<file path="config.mk">
export PLATFORM = sky130hd
export DESIGN_NAME = rgb_to_yuv420_converter
export DESIGN_NICKNAME = d
export VERILOG_FILES = /design/src/hdl/rgbyuv_pkg.sv /design/src/hdl/rgb_to_yuv420_converter.sv /design/src/hdl/rgbyuv_raster.sv /design/src/hdl/rgbyuv_color.sv
export SDC_FILE = /design/constraint.sdc
export NUM_CORES = 1
export LEC_CHECK = 0
export BUFFER_PORTS_ARGS = -buffer_cell sky130_fd_sc_hd__buf_2
export CAP_MARGIN = 0
export CORE_MARGIN = 4
export CORE_UTILIZATION = 25
export CTS_CLUSTER_SIZE = 28
export DETAILED_ROUTE_END_ITERATION = 7
export PLACE_DENSITY = 0.43
export SETUP_SLACK_MARGIN = 0.5
export SKIP_LAST_GASP = 1
export SYNTH_ARGS = -nofsm -noshare
export SYNTH_HDL_FRONTEND = slang
export SYNTH_SLANG_ARGS = --single-unit
</file>
<file path="constraint.sdc">
create_clock -name clk -period 21.3 [get_ports clk]
set_clock_uncertainty 0.1 [all_clocks]
set_input_delay 4.26 -clock clk [delete_from_list [all_inputs] [get_ports clk]]
set_output_delay 4.26 -clock clk [all_outputs]
set_load 0.02 [all_outputs]
</file>
<file path="src/hdl/rgbyuv_pkg.sv">
package rgbyuv_pkg;

    // configuration port
    localparam int CFG_W     = 13;
    localparam int CFG_IDX_W = 1;

    localparam logic [CFG_IDX_W-1:0] REG_FRAME_WIDTH  = 1'd0;
    localparam logic [CFG_IDX_W-1:0] REG_FRAME_HEIGHT = 1'd1;

    localparam logic [CFG_W-1:0] FRAME_WIDTH_RST  = 13'd640;
    localparam logic [CFG_W-1:0] FRAME_HEIGHT_RST = 13'd480;

    localparam int CHAN_W = 8;
    localparam int SUM_W  = 16;

    // BT.601 integer coefficients; negative terms are kept as magnitudes
    // and subtracted
    localparam logic [CHAN_W-1:0] Y_R  = 8'd66;
    localparam logic [CHAN_W-1:0] Y_G  = 8'd129;
    localparam logic [CHAN_W-1:0] Y_B  = 8'd25;
    localparam logic [CHAN_W-1:0] CB_R = 8'd38;
    localparam logic [CHAN_W-1:0] CB_G = 8'd74;
    localparam logic [CHAN_W-1:0] CB_B = 8'd112;
    localparam logic [CHAN_W-1:0] CR_R = 8'd112;
    localparam logic [CHAN_W-1:0] CR_G = 8'd94;
    localparam logic [CHAN_W-1:0] CR_B = 8'd18;

    localparam logic [SUM_W-1:0]  ROUND_HALF  = 16'd128;
    // rounding term plus 128 << 8, keeps the chroma sums non-negative
    localparam logic [SUM_W-1:0]  CHROMA_BIAS = 16'd32896;
    localparam logic [CHAN_W-1:0] LUMA_OFFSET = 8'd16;
    localparam logic [CHAN_W-1:0] CHROMA_NEUTRAL = 8'd128;

    typedef struct packed {
        logic [CHAN_W-1:0] red;
        logic [CHAN_W-1:0] green;
        logic [CHAN_W-1:0] blue;
    } pixel_t;

    typedef struct packed {
        logic chroma;   // second pixel of a pair on an even row
        logic last;     // last pixel of the frame
    } pixel_ctrl_t;

endpackage

</file>
<file path="src/hdl/rgb_to_yuv420_converter.sv">
// RGB to YCbCr 4:2:0 converter, integer BT.601 studio range. Pixels enter in
// raster order, one per clock while pixel_stall is low; each pixel leaves as one
// result through an input register, then a result register, so throughput is
// one pixel per cycle as long as result_stall stays low. Luma comes with every
// pixel; on even rows the second pixel of each horizontal pair also carries
// Cb/Cr of the pair average (chroma_valid high), otherwise Cb/Cr read 128.
// frame_last marks the last pixel of a frame. frame_width and frame_height
// are rounded down to even and clamped to 2..MAX_DIMENSION; write them only
// while the block is empty. The column/row position is updated as each pixel
// is accepted.
module rgb_to_yuv420_converter #(
    parameter int MAX_DIMENSION = 4096
) (
    input  logic                                clk,
    input  logic                                rst_n,
    input  logic                                cfg_write,
    input  logic [rgbyuv_pkg::CFG_IDX_W-1:0]    cfg_index,
    input  logic [rgbyuv_pkg::CFG_W-1:0]        cfg_data,
    input  logic                                pixel_valid,
    output logic                                pixel_stall,
    input  logic [7:0]                          red,
    input  logic [7:0]                          green,
    input  logic [7:0]                          blue,
    output logic                                result_valid,
    input  logic                                result_stall,
    output logic [7:0]                          luma,
    output logic                                chroma_valid,
    output logic [7:0]                          cb_value,
    output logic [7:0]                          cr_value,
    output logic                                frame_last
);

    rgbyuv_pkg::pixel_t      pixel_in;
    rgbyuv_pkg::pixel_t      held;
    rgbyuv_pkg::pixel_ctrl_t ctrl;
    rgbyuv_pkg::pixel_t      pix_s1_reg;
    rgbyuv_pkg::pixel_ctrl_t ctrl_s1_reg;
    logic                    s1_valid_reg;
    logic                    s1_valid_next;
    logic                    out_valid_reg;
    logic                    out_valid_next;
    logic [7:0]              luma_reg;
    logic [7:0]              cb_reg;
    logic [7:0]              cr_reg;
    logic                    chroma_reg;
    logic                    last_reg;
    logic [7:0]              luma_calc;
    logic [7:0]              cb_calc;
    logic [7:0]              cr_calc;
    logic                    accept;
    logic                    advance;

    assign pixel_in.red   = red;
    assign pixel_in.green = green;
    assign pixel_in.blue  = blue;

    assign advance     = s1_valid_reg && (!out_valid_reg || !result_stall);
    assign pixel_stall = s1_valid_reg && !advance;
    assign accept      = pixel_valid && !pixel_stall;

    rgbyuv_raster #(
        .MAX_DIMENSION (MAX_DIMENSION)
    ) u_raster (
        .clk       (clk),
        .rst_n     (rst_n),
        .cfg_write (cfg_write),
        .cfg_index (cfg_index),
        .cfg_data  (cfg_data),
        .accept    (accept),
        .pixel     (pixel_in),
        .ctrl      (ctrl),
        .held      (held)
    );

    // held only changes when the next pair starts, which is the same edge the
    // second pixel of this pair leaves the input register
    rgbyuv_color u_color (
        .cur    (pix_s1_reg),
        .held   (held),
        .chroma (ctrl_s1_reg.chroma),
        .luma   (luma_calc),
        .cb     (cb_calc),
        .cr     (cr_calc)
    );

    always_comb
    begin
        s1_valid_next = s1_valid_reg;
        if (accept)
        begin
            s1_valid_next = 1'b1;
        end
        else if (advance)
        begin
            s1_valid_next = 1'b0;
        end
        out_valid_next = out_valid_reg;
        if (advance)
        begin
            out_valid_next = 1'b1;
        end
        else if (!result_stall)
        begin
            out_valid_next = 1'b0;
        end
    end

    always_ff @(posedge clk or negedge rst_n)
    begin
        if (!rst_n)
        begin
            s1_valid_reg  <= 1'b0;
            out_valid_reg <= 1'b0;
        end
        else
        begin
            s1_valid_reg  <= s1_valid_next;
            out_valid_reg <= out_valid_next;
        end
    end

    always_ff @(posedge clk)
    begin
        if (accept)
        begin
            pix_s1_reg  <= pixel_in;
            ctrl_s1_reg <= ctrl;
        end
        if (advance)
        begin
            luma_reg   <= luma_calc;
            cb_reg     <= cb_calc;
            cr_reg     <= cr_calc;
            chroma_reg <= ctrl_s1_reg.chroma;
            last_reg   <= ctrl_s1_reg.last;
        end
    end

    assign result_valid = out_valid_reg;
    assign luma         = luma_reg;
    assign chroma_valid = chroma_reg;
    assign cb_value     = cb_reg;
    assign cr_value     = cr_reg;
    assign frame_last   = last_reg;

    a_accept_fills: assert property (@(posedge clk) disable iff (!rst_n)
        accept |=> s1_valid_reg)
        else $error("accepted pixel did not reach the input register");

    a_blocked_holds: assert property (@(posedge clk) disable iff (!rst_n)
        (s1_valid_reg && out_valid_reg && result_stall) |=>
            (s1_valid_reg && $stable(pix_s1_reg) && $stable(ctrl_s1_reg)))
        else $error("input register lost a pixel while the result was blocked");

    a_neutral_chroma: assert property (@(posedge clk) disable iff (!rst_n)
        (result_valid && !chroma_valid) |->
            (cb_value == rgbyuv_pkg::CHROMA_NEUTRAL &&
             cr_value == rgbyuv_pkg::CHROMA_NEUTRAL))
        else $error("chroma not neutral on a result without chroma");

endmodule

</file>
<file path="src/hdl/rgbyuv_raster.sv">
module rgbyuv_raster #(
    parameter int MAX_DIMENSION = 4096
) (
    input  logic                                clk,
    input  logic                                rst_n,
    input  logic                                cfg_write,
    input  logic [rgbyuv_pkg::CFG_IDX_W-1:0]    cfg_index,
    input  logic [rgbyuv_pkg::CFG_W-1:0]        cfg_data,
    input  logic                                accept,
    input  rgbyuv_pkg::pixel_t                  pixel,
    output rgbyuv_pkg::pixel_ctrl_t             ctrl,
    output rgbyuv_pkg::pixel_t                  held
);

    localparam int CNT_W = (MAX_DIMENSION > 2) ? $clog2(MAX_DIMENSION) : 1;
    localparam int DIM_W = $clog2(MAX_DIMENSION + 1);
    localparam int SZ_W  = (DIM_W > rgbyuv_pkg::CFG_W) ? DIM_W + 1 : rgbyuv_pkg::CFG_W + 1;
    localparam logic [SZ_W-1:0] TOP_SIZE = SZ_W'(MAX_DIMENSION - (MAX_DIMENSION % 2));
    localparam logic [SZ_W-1:0] MIN_SIZE = SZ_W'(2);

    logic [rgbyuv_pkg::CFG_W-1:0] width_reg;
    logic [rgbyuv_pkg::CFG_W-1:0] height_reg;
    logic [CNT_W-1:0]             col_reg;
    logic [CNT_W-1:0]             col_next;
    logic [CNT_W-1:0]             row_reg;
    logic [CNT_W-1:0]             row_next;
    rgbyuv_pkg::pixel_t           held_reg;
    logic [CNT_W-1:0]             col_last;
    logic [CNT_W-1:0]             row_last;
    logic                         row_end;
    logic                         frame_end;

    function automatic logic [CNT_W-1:0] last_pos(input logic [rgbyuv_pkg::CFG_W-1:0] size);
        logic [SZ_W-1:0] v;
        v = SZ_W'(size) & ~SZ_W'(1);
        if (v < MIN_SIZE)
        begin
            v = MIN_SIZE;
        end
        if (v > TOP_SIZE)
        begin
            v = TOP_SIZE;
        end
        v = v - SZ_W'(1);
        return v[CNT_W-1:0];
    endfunction

    assign col_last  = last_pos(width_reg);
    assign row_last  = last_pos(height_reg);
    assign row_end   = col_reg >= col_last;
    assign frame_end = row_end && (row_reg >= row_last);

    assign ctrl.chroma = !row_reg[0] && col_reg[0];
    assign ctrl.last   = frame_end;
    assign held        = held_reg;

    always_comb
    begin
        col_next = col_reg;
        row_next = row_reg;
        if (accept)
        begin
            priority if (frame_end)
            begin
                col_next = '0;
                row_next = '0;
            end
            else if (row_end)
            begin
                col_next = '0;
                row_next = row_reg + CNT_W'(1);
            end
            else
            begin
                col_next = col_reg + CNT_W'(1);
            end
        end
    end

    always_ff @(posedge clk or negedge rst_n)
    begin
        if (!rst_n)
        begin
            width_reg  <= rgbyuv_pkg::FRAME_WIDTH_RST;
            height_reg <= rgbyuv_pkg::FRAME_HEIGHT_RST;
            col_reg    <= '0;
            row_reg    <= '0;
            held_reg   <= '0;
        end
        else
        begin
            if (cfg_write)
            begin
                unique case (cfg_index)
                    rgbyuv_pkg::REG_FRAME_WIDTH:  width_reg  <= cfg_data;
                    rgbyuv_pkg::REG_FRAME_HEIGHT: height_reg <= cfg_data;
                    default: ;
                endcase
            end
            col_reg <= col_next;
            row_reg <= row_next;
            // hold the first pixel of each pair on even rows
            if (accept && !row_reg[0] && !col_reg[0])
            begin
                held_reg <= pixel;
            end
        end
    end

endmodule

</file>
<file path="src/hdl/rgbyuv_color.sv">
module rgbyuv_color (
    input  rgbyuv_pkg::pixel_t                  cur,
    input  rgbyuv_pkg::pixel_t                  held,
    input  logic                                chroma,
    output logic [rgbyuv_pkg::CHAN_W-1:0]       luma,
    output logic [rgbyuv_pkg::CHAN_W-1:0]       cb,
    output logic [rgbyuv_pkg::CHAN_W-1:0]       cr
);

    localparam int W = rgbyuv_pkg::SUM_W;
    localparam int C = rgbyuv_pkg::CHAN_W;

    logic [C:0]   sum_r;
    logic [C:0]   sum_g;
    logic [C:0]   sum_b;
    logic [C-1:0] avg_r;
    logic [C-1:0] avg_g;
    logic [C-1:0] avg_b;
    logic [W-1:0] y_sum;
    logic [W-1:0] cb_sum;
    logic [W-1:0] cr_sum;

    assign sum_r = {1'b0, held.red}   + {1'b0, cur.red};
    assign sum_g = {1'b0, held.green} + {1'b0, cur.green};
    assign sum_b = {1'b0, held.blue}  + {1'b0, cur.blue};
    assign avg_r = sum_r[C:1];
    assign avg_g = sum_g[C:1];
    assign avg_b = sum_b[C:1];

    assign y_sum = W'(rgbyuv_pkg::Y_R) * W'(cur.red)
                 + W'(rgbyuv_pkg::Y_G) * W'(cur.green)
                 + W'(rgbyuv_pkg::Y_B) * W'(cur.blue)
                 + rgbyuv_pkg::ROUND_HALF;

    // bias keeps both sums in 4336..61456, so the top byte is the floor shift
    assign cb_sum = rgbyuv_pkg::CHROMA_BIAS
                  + W'(rgbyuv_pkg::CB_B) * W'(avg_b)
                  - W'(rgbyuv_pkg::CB_R) * W'(avg_r)
                  - W'(rgbyuv_pkg::CB_G) * W'(avg_g);

    assign cr_sum = rgbyuv_pkg::CHROMA_BIAS
                  + W'(rgbyuv_pkg::CR_R) * W'(avg_r)
                  - W'(rgbyuv_pkg::CR_G) * W'(avg_g)
                  - W'(rgbyuv_pkg::CR_B) * W'(avg_b);

    assign luma = y_sum[W-1:C] + rgbyuv_pkg::LUMA_OFFSET;
    assign cb   = chroma ? cb_sum[W-1:C] : rgbyuv_pkg::CHROMA_NEUTRAL;
    assign cr   = chroma ? cr_sum[W-1:C] : rgbyuv_pkg::CHROMA_NEUTRAL;

endmodule

</file>
==> results of run 1 <==
-- per-stage QoR --
stage	worst slack, ns	cells	utilization, %	cell area, um2
after floorplan	12.42	1371	-	13760
after global placement	12.18	2131	27.72	15000
after detailed placement	12.18	2131	27.72	15000
after CTS	12.18	2163	28.82	15600
after global routing	12.11	2163	28.82	15600
final	12.19	2164	28.82	15600
-- layout make-up --
class / count / area (um2) / share of cell area [%]
clock inverters: 13 / 145.1 / 0.9302
inverters: 230 / 863.3 / 5.533
flip-flops and latches: 126 / 3421 / 21.92
clock buffers: 19 / 452.9 / 2.903
well taps: 696 / 870.8 / 5.581
repair buffers: 80 / 430.4 / 2.758
diodes: 1 / 2.502 / 0.01604
multi-input cells: 999 / 9418 / 60.36
-- synth_stat cells (all sizes together) (19+ instances only) --
| master | count | area share (%) |
|---|---|---|
| a21o | 26 | 1.4 |
| a21oi | 85 | 3.2 |
| dfrtp | 68 | 12 |
| edfxtp | 52 | 11 |
| fa | 89 | 13 |
| ha | 266 | 24 |
| inv | 229 | 6.2 |
| mux2 | 46 | 3.8 |
| nand2 | 61 | 1.7 |
| nand3 | 24 | 0.87 |
| nor2 | 62 | 1.7 |
| o21ai | 44 | 1.6 |
| o21bai | 19 | 1.0 |
| xnor2 | 80 | 5.2 |
| xor2 | 26 | 1.7 |
-- cells by family after synthesis --
group | share of synthesized area [%]
mux | 3.838
fa+ha+maj | 37.23
simple gates | 9.014
compound gates | 11.25
buf+inv | 6.749
flops | 24.87
xor+xnor | 7.049
-- routing by layer --
metal	GRT usage [%]	vias up	wire (um)
li1	-	4873	-
met1	14.23	4590	14910
met2	18.74	89	15050
met3	2.682	23	1069
met4	3.089	4	361
met5	0	-	27
-- path summary, 6_finish.rpt --
kind                                          start                           endpoint  slack [ns]  depth (start not counted)
max reg2reg                 pix_s1_reg[8]$_DFFE_PP_          cr_value[7]$_SDFFCE_PN1P_       13.12                         30
min                        ctrl_s1_reg[0]$_DFFE_PP_               frame_last$_DFFE_PP_        0.34                          0
max in group asynchronous                     rst_n      u_raster.held[18]$_DFFE_PN0P_       16.56                          1
max                                    result_stall                        pixel_stall       12.19                          4
min reg2reg                ctrl_s1_reg[0]$_DFFE_PP_               frame_last$_DFFE_PP_        0.34                          0
min in group asynchronous                     rst_n  u_raster.width_reg[2]$_DFFE_PN0P_        3.86                          1
==> impl_summary.txt, run 1 <==
----------------------------------------------------
[Placed design]
  Placed wire-length estimate ... ~26000 um
  Count of port buffers added during placement ... 69
  Final weighted congestion in routability-driven placement ... 0.7915

[Die]
  Num ports ... 71
  Horizontal die dimension ... 242.6 um
  Die outline area ... about 59000 um2
  Starting Density ... roughly 25%
  Area of the core ... 54130 um2
  Number of placement rows ... between 80 and 90
  Die height ... roughly 240 um

[Critical path]
  Crit path DAT ... roughly 4.8 ns
  Cell Chain, Critical Path ... buf_2 -> nand3_1 -> inv_1 -> buf_2
  Class of the most critical setup path ... in2out
  Startpoint kind of the worst setup timing path ... input pin
  Crit path largest cell delay ... approximately 0.15 ns
  Number of buffer and inverter stages on the critical path ... 3
  Worst Path Required ... roughly 17 ns
  Top cell family by delay on the critical path ... buffers and inverters
  Critical-path maximum fanout ... 3
  Worst-path cell with the longest stage delay ... sky130_fd_sc_hd__buf_2
  Most numerous cell on the critical path ... sky130_fd_sc_hd__buf_2
  Type of element capturing the critical path ... primary output

[Detailed routing]
  DRC errors left ... 0
  Routed wire length per instance ... ~15 um
  TritonRoute pass-1 iters ... 4
  Remaining number of nets flagged by the antenna check after routing ... 0
  Total vias in the final route ... 9579
  1st-iter DRT viols ... 278
  Via-per-instance ratio ... between 4 and 5
  Wire length reported by the detailed router ... ~31000 um

[STA]
  Final total negative setup slack ... 0 ns
  Number of setup violations in the final report ... 0
  Setup repair after global routing missed its margin ... no
  Fin. max-slew vios ... 0
  Fin crit period ... 9.107 ns
  Relative slew margins ... 27.41%
  Total count of hold-check failures in the final report ... 0
  Maximum clock frequency ... 109.8 MHz
  Final hold slack ... approximately 0.34 ns
  Worst-margin pin slew ... between 1 and 1.5 ns
  Final critical-path share of the clock period ... between 40% and 50%

[Finish]
  Layout cell share with drive strength beyond 1 ... between 10% and 20%
  Net total in the final layout ... ~1.9k
  Layout fillers ... between 5k and 6k
  Relative area change from synthesis to final layout ... 13.43%
  Most used cells in the layout excluding fill and tap cells ... sky130_fd_sc_hd__ha_1, sky130_fd_sc_hd__inv_1, sky130_fd_sc_hd__fa_1
  Most common cell after layout, fill and taps aside ... sky130_fd_sc_hd__ha_1

[GRT]
  Global-route wire length before repair ... 51690 um
  Overall fraction of global-route tracks in use ... between 10 and 15%
  Global-route congestion overflow total ... 0
  Largest net degree at the start of global routing ... 75
  Initial antenna violation count ... 2
  Via count of the first global-routing pass ... about 9.9k

[Logic synthesis]
  Async S/R FF share, synth ... 58.73%
  Seq cells post-synth ... between 100 and 150
  Mapped Area ... around 14000 um2
  Number of enable-type register cells in the synthesized netlist ... 52
  Synthesized area per cell ... 10.03 um2
  Number of distinct library cells after synthesis ... 70
  Synth Flop Type ... sky130_fd_sc_hd__dfrtp_1
  Yosys warns ... 0
  Nets in the synthesized netlist ... between 1.5k and 2k
  Sequential share of the synthesized area ... about a quarter
  Synthesized instance count ... roughly 1.4k

[Clock tree]
  Number of buffers inserted for hold repair after clock tree synthesis ... 0
  CTS Root Cell ... sky130_fd_sc_hd__clkbuf_16
  Worst-path clk slew ... about 0.06 ns
  Post-CTS setup buffer count ... 0
  Clock tree from TritonCTS ... yes
  TritonCTS buffer count ... 17
  CTS Buffer Depth ... 2
  Number of resized instances in the post-cts repair step ... 0
  H-tree depth reported by CTS ... 4
  Worst skew pair latency ... roughly 0.47 ns
  TritonCTS Sinks ... around 130

[Flow run]
  Number of max-cap violations ... 0

[Outcome]
  Outcome ... complete, no violations

[Hold path]
  Class of the worst hold path ... reg2reg

----------------------------------------------------
Power of run 1 is left out: the tool's default activity adds up to more than one toggle a clock period on the data nets, which glitch-free logic cannot reach.
==> inputs of run 2 (changes only) <==
Clock period 21.3 ns to 8.7 ns, I/O delays scaled along.
==> impl_summary.txt, run 2 (synthesis gave the netlist of run 1 again) <==
----------------------------------------------------
[Critical path]
  Register-to-register setup slack ... 1.20 ns (-11.92 ns)
  Worst-path cell with the longest stage delay ... sky130_fd_sc_hd__fa_1
  Startpoint kind of the worst setup timing path ... register
  Type of element capturing the critical path ... register
  Crit Reg-Reg Startpoint ... pix_s1_reg[8]$_DFFE_PP_
  Worst Path Required ... 8.79 ns (-8.15 ns)
  FF-to-FF End ... cr_value[7]$_SDFFCE_PN1P_
  Path depth of the worst reg2reg path ... 31 (+3.3%)
  Class of the most critical setup path ... reg2reg
  Crit path DAT ... 7.60 ns (+2.85 ns)
  Critical-path maximum fanout ... 6 (+3)
  Crit path largest cell delay ... 0.55 ns (+0.40 ns)

[STA]
  Final total negative setup slack ... 0 ns (unchanged)
  Setup repair after global routing missed its margin ... no
  Maximum clock frequency ... between 100 and 150 MHz
  Relative slew margins ... 23.15% (-4.3 points)
  Final critical-path share of the clock period ... 86.24%
  Total count of hold-check failures in the final report ... 0 (unchanged)
  Fin crit period ... 7.503 ns
  Fin. max-slew vios ... 0 (unchanged)
  Worst-margin pin slew ... 1.150 ns (+0.06380 ns)
  Number of setup violations in the final report ... 0 (unchanged)

[Finish]
  Most used cells in the layout excluding fill and tap cells ... sky130_fd_sc_hd__ha_1, sky130_fd_sc_hd__inv_1, sky130_fd_sc_hd__fa_1
  Relative area change from synthesis to final layout ... 13.88%
  Layout cell share with drive strength beyond 1 ... 13.15% (+0.40 points)
  Layout fillers ... 5635 (-0.21%)
  Most common cell after layout, fill and taps aside ... sky130_fd_sc_hd__ha_1
  Antenna diode count ... 0 (-1)
  Net total in the final layout ... 1853 (+0.054%)

[Hold path]
  Endpoint with the worst hold slack ... frame_last$_DFFE_PP_
  Class of the worst hold path ... reg2reg
  Launch instance of the worst min-delay path ... ctrl_s1_reg[0]$_DFFE_PP_
  Cell count of the worst hold path ... 0 (unchanged)

[Die]
  Starting Density ... 25.41% (unchanged)
  Num ports ... 71 (unchanged)
  Die outline area ... 58840 um2 (unchanged)
  Die height ... 242.6 um (unchanged)
  Area of the core ... 54130 um2 (unchanged)
  Horizontal die dimension ... 242.6 um (unchanged)
  Number of placement rows ... 85 (unchanged)

[Detailed routing]
  TritonRoute pass-1 iters ... 4 (unchanged)
  Via-per-instance ratio ... 4.454 (+0.63%)
  Remaining number of nets flagged by the antenna check after routing ... 0 (unchanged)
  Total vias in the final route ... 9639 (+0.63%)
  1st-iter DRT viols ... 273 (-1.8%)
  Routed wire length per instance ... 14.90 um (+2.6%)
  Wire length reported by the detailed router ... 32240 um (+2.6%)
  DRC errors left ... 0 (unchanged)

[GRT]
  Overall fraction of global-route tracks in use ... 11.39% (+0.28 points)
  Global-route wire length before repair ... 52820 um (+2.2%)
  Largest net degree at the start of global routing ... 75 (unchanged)
  Via count of the first global-routing pass ... 10.18k (+2.8%)
  Global-route congestion overflow total ... 0 (unchanged)
  Initial antenna violation count ... 4 (+2)

[Placed design]
  Final weighted congestion in routability-driven placement ... 0.7955 (+0.51%)
  Placed wire-length estimate ... 26720 um (+1.3%)
  Count of port buffers added during placement ... 69 (unchanged)

[Clock tree]
  Worst skew pair latency ... 0.47 ns (about the same)
  TritonCTS Sinks ... 126 (unchanged)
  Clock tree from TritonCTS ... yes
  CTS Buffer Depth ... 2 (unchanged)
  Number of buffers inserted for hold repair after clock tree synthesis ... 0 (unchanged)
  H-tree depth reported by CTS ... 4 (unchanged)
  CTS Root Cell ... sky130_fd_sc_hd__clkbuf_16
  Worst-path clk slew ... 0.06 ns (about the same)
  TritonCTS buffer count ... 17 (unchanged)

[Flow run]
  Number of max-cap violations ... 0 (unchanged)

[Outcome]
  Outcome ... complete, no violations

----------------------------------------------------
[run 2: changes by cell type in the layout (fill, tap and decap cells not counted), moves of 2 or more]
cell / before / now
sky130_fd_sc_hd__inv_6: 7 / 3
sky130_fd_sc_hd__inv_4: 3 / 0
sky130_fd_sc_hd__nor2_2: 1 / 3
sky130_fd_sc_hd__clkbuf_16: 17 / 19
sky130_fd_sc_hd__clkinv_4: 0 / 4
sky130_fd_sc_hd__xnor2_2: 0 / 2
sky130_fd_sc_hd__clkbuf_8: 2 / 4
sky130_fd_sc_hd__xnor2_1: 79 / 77
sky130_fd_sc_hd__nor2_1: 61 / 59
[run 2: worst max-delay path by stage]
| stage | startpoint | end | slack (ns) | cells past startpoint |
|---|---|---|---|---|
| 2_1_floorplan | pix_s1_reg[8]$_DFFE_PP_ | cr_value[7]$_SDFFCE_PN1P_ | 1.62 | 28 |
| 3_5_place_dp | pix_s1_reg[8]$_DFFE_PP_ | cr_value[7]$_SDFFCE_PN1P_ | 0.68 | 31 |
| 3_3_place_gp | pix_s1_reg[8]$_DFFE_PP_ | cr_value[7]$_SDFFCE_PN1P_ | 0.73 | 30 |
| 4_1_cts | pix_s1_reg[8]$_DFFE_PP_ | cr_value[7]$_SDFFCE_PN1P_ | 0.64 | 31 |
| 5_1_grt | pix_s1_reg[8]$_DFFE_PP_ | cr_value[7]$_SDFFCE_PN1P_ | 0.59 | 30 |
| 6_report | pix_s1_reg[8]$_DFFE_PP_ | cr_value[7]$_SDFFCE_PN1P_ | 1.20 | 31 |
[run 2: final cells by class]
type                    instances  area [um2]  share of cell area, %
multi-input cells             999        9447                  60.30
flip-flops and latches        126        3421                  21.84
well taps                     696       870.8                  5.559
clock buffers                  24       534.3                  3.411
inverters                     230       863.3                  5.511
clock inverters                 8       91.34                 0.5831
repair buffers                 81       437.9                  2.796
[run 2: timing repair]
item,in CTS,in global routing
setup endpoints to repair,0,4
buffers inserted,0,0
gates resized for setup,0,7
[run 2: critical path: cells and delay by family (launching register included)]
kind                     cells  cell delay [ns]
AO/OA/AOI/OAI               11             1.98
XOR/XNOR                     4             0.74
adder cells (fa/ha/maj)      8             3.12
buffers and inverters        3             0.15
flip-flops                   1             0.48
AND/OR/NAND/NOR              5             0.59
[run 2: per-stage QoR]
step	area [um2]	setup slack, ns	instances	utilization (%)	hold slack [ns]
after floorplan	13760	1.617	1371	-	0.3003
after global placement	15010	0.7268	2132	27.73	0.3028
after detailed placement	15010	0.6844	2132	27.73	0.3123
after CTS	15640	0.6359	2164	28.88	0.3280
after global routing	15670	0.5901	2164	28.94	0.3374
final	15670	1.197	2164	28.94	0.3252
[run 2: layer usage]
| metal | vias up | part of all wire [%] | global-route usage [%] |
|---|---|---|---|
| met2 | 110 | 49 | 19.53 |
| met5 | - | 0.11 | 0 |
| li1 | 4872 | - | - |
| met4 | 6 | 1.1 | 2.903 |
| met1 | 4625 | 47 | 14.35 |
| met3 | 26 | 3.4 | 2.892 |
Power of run 2 is left out for the same reason.
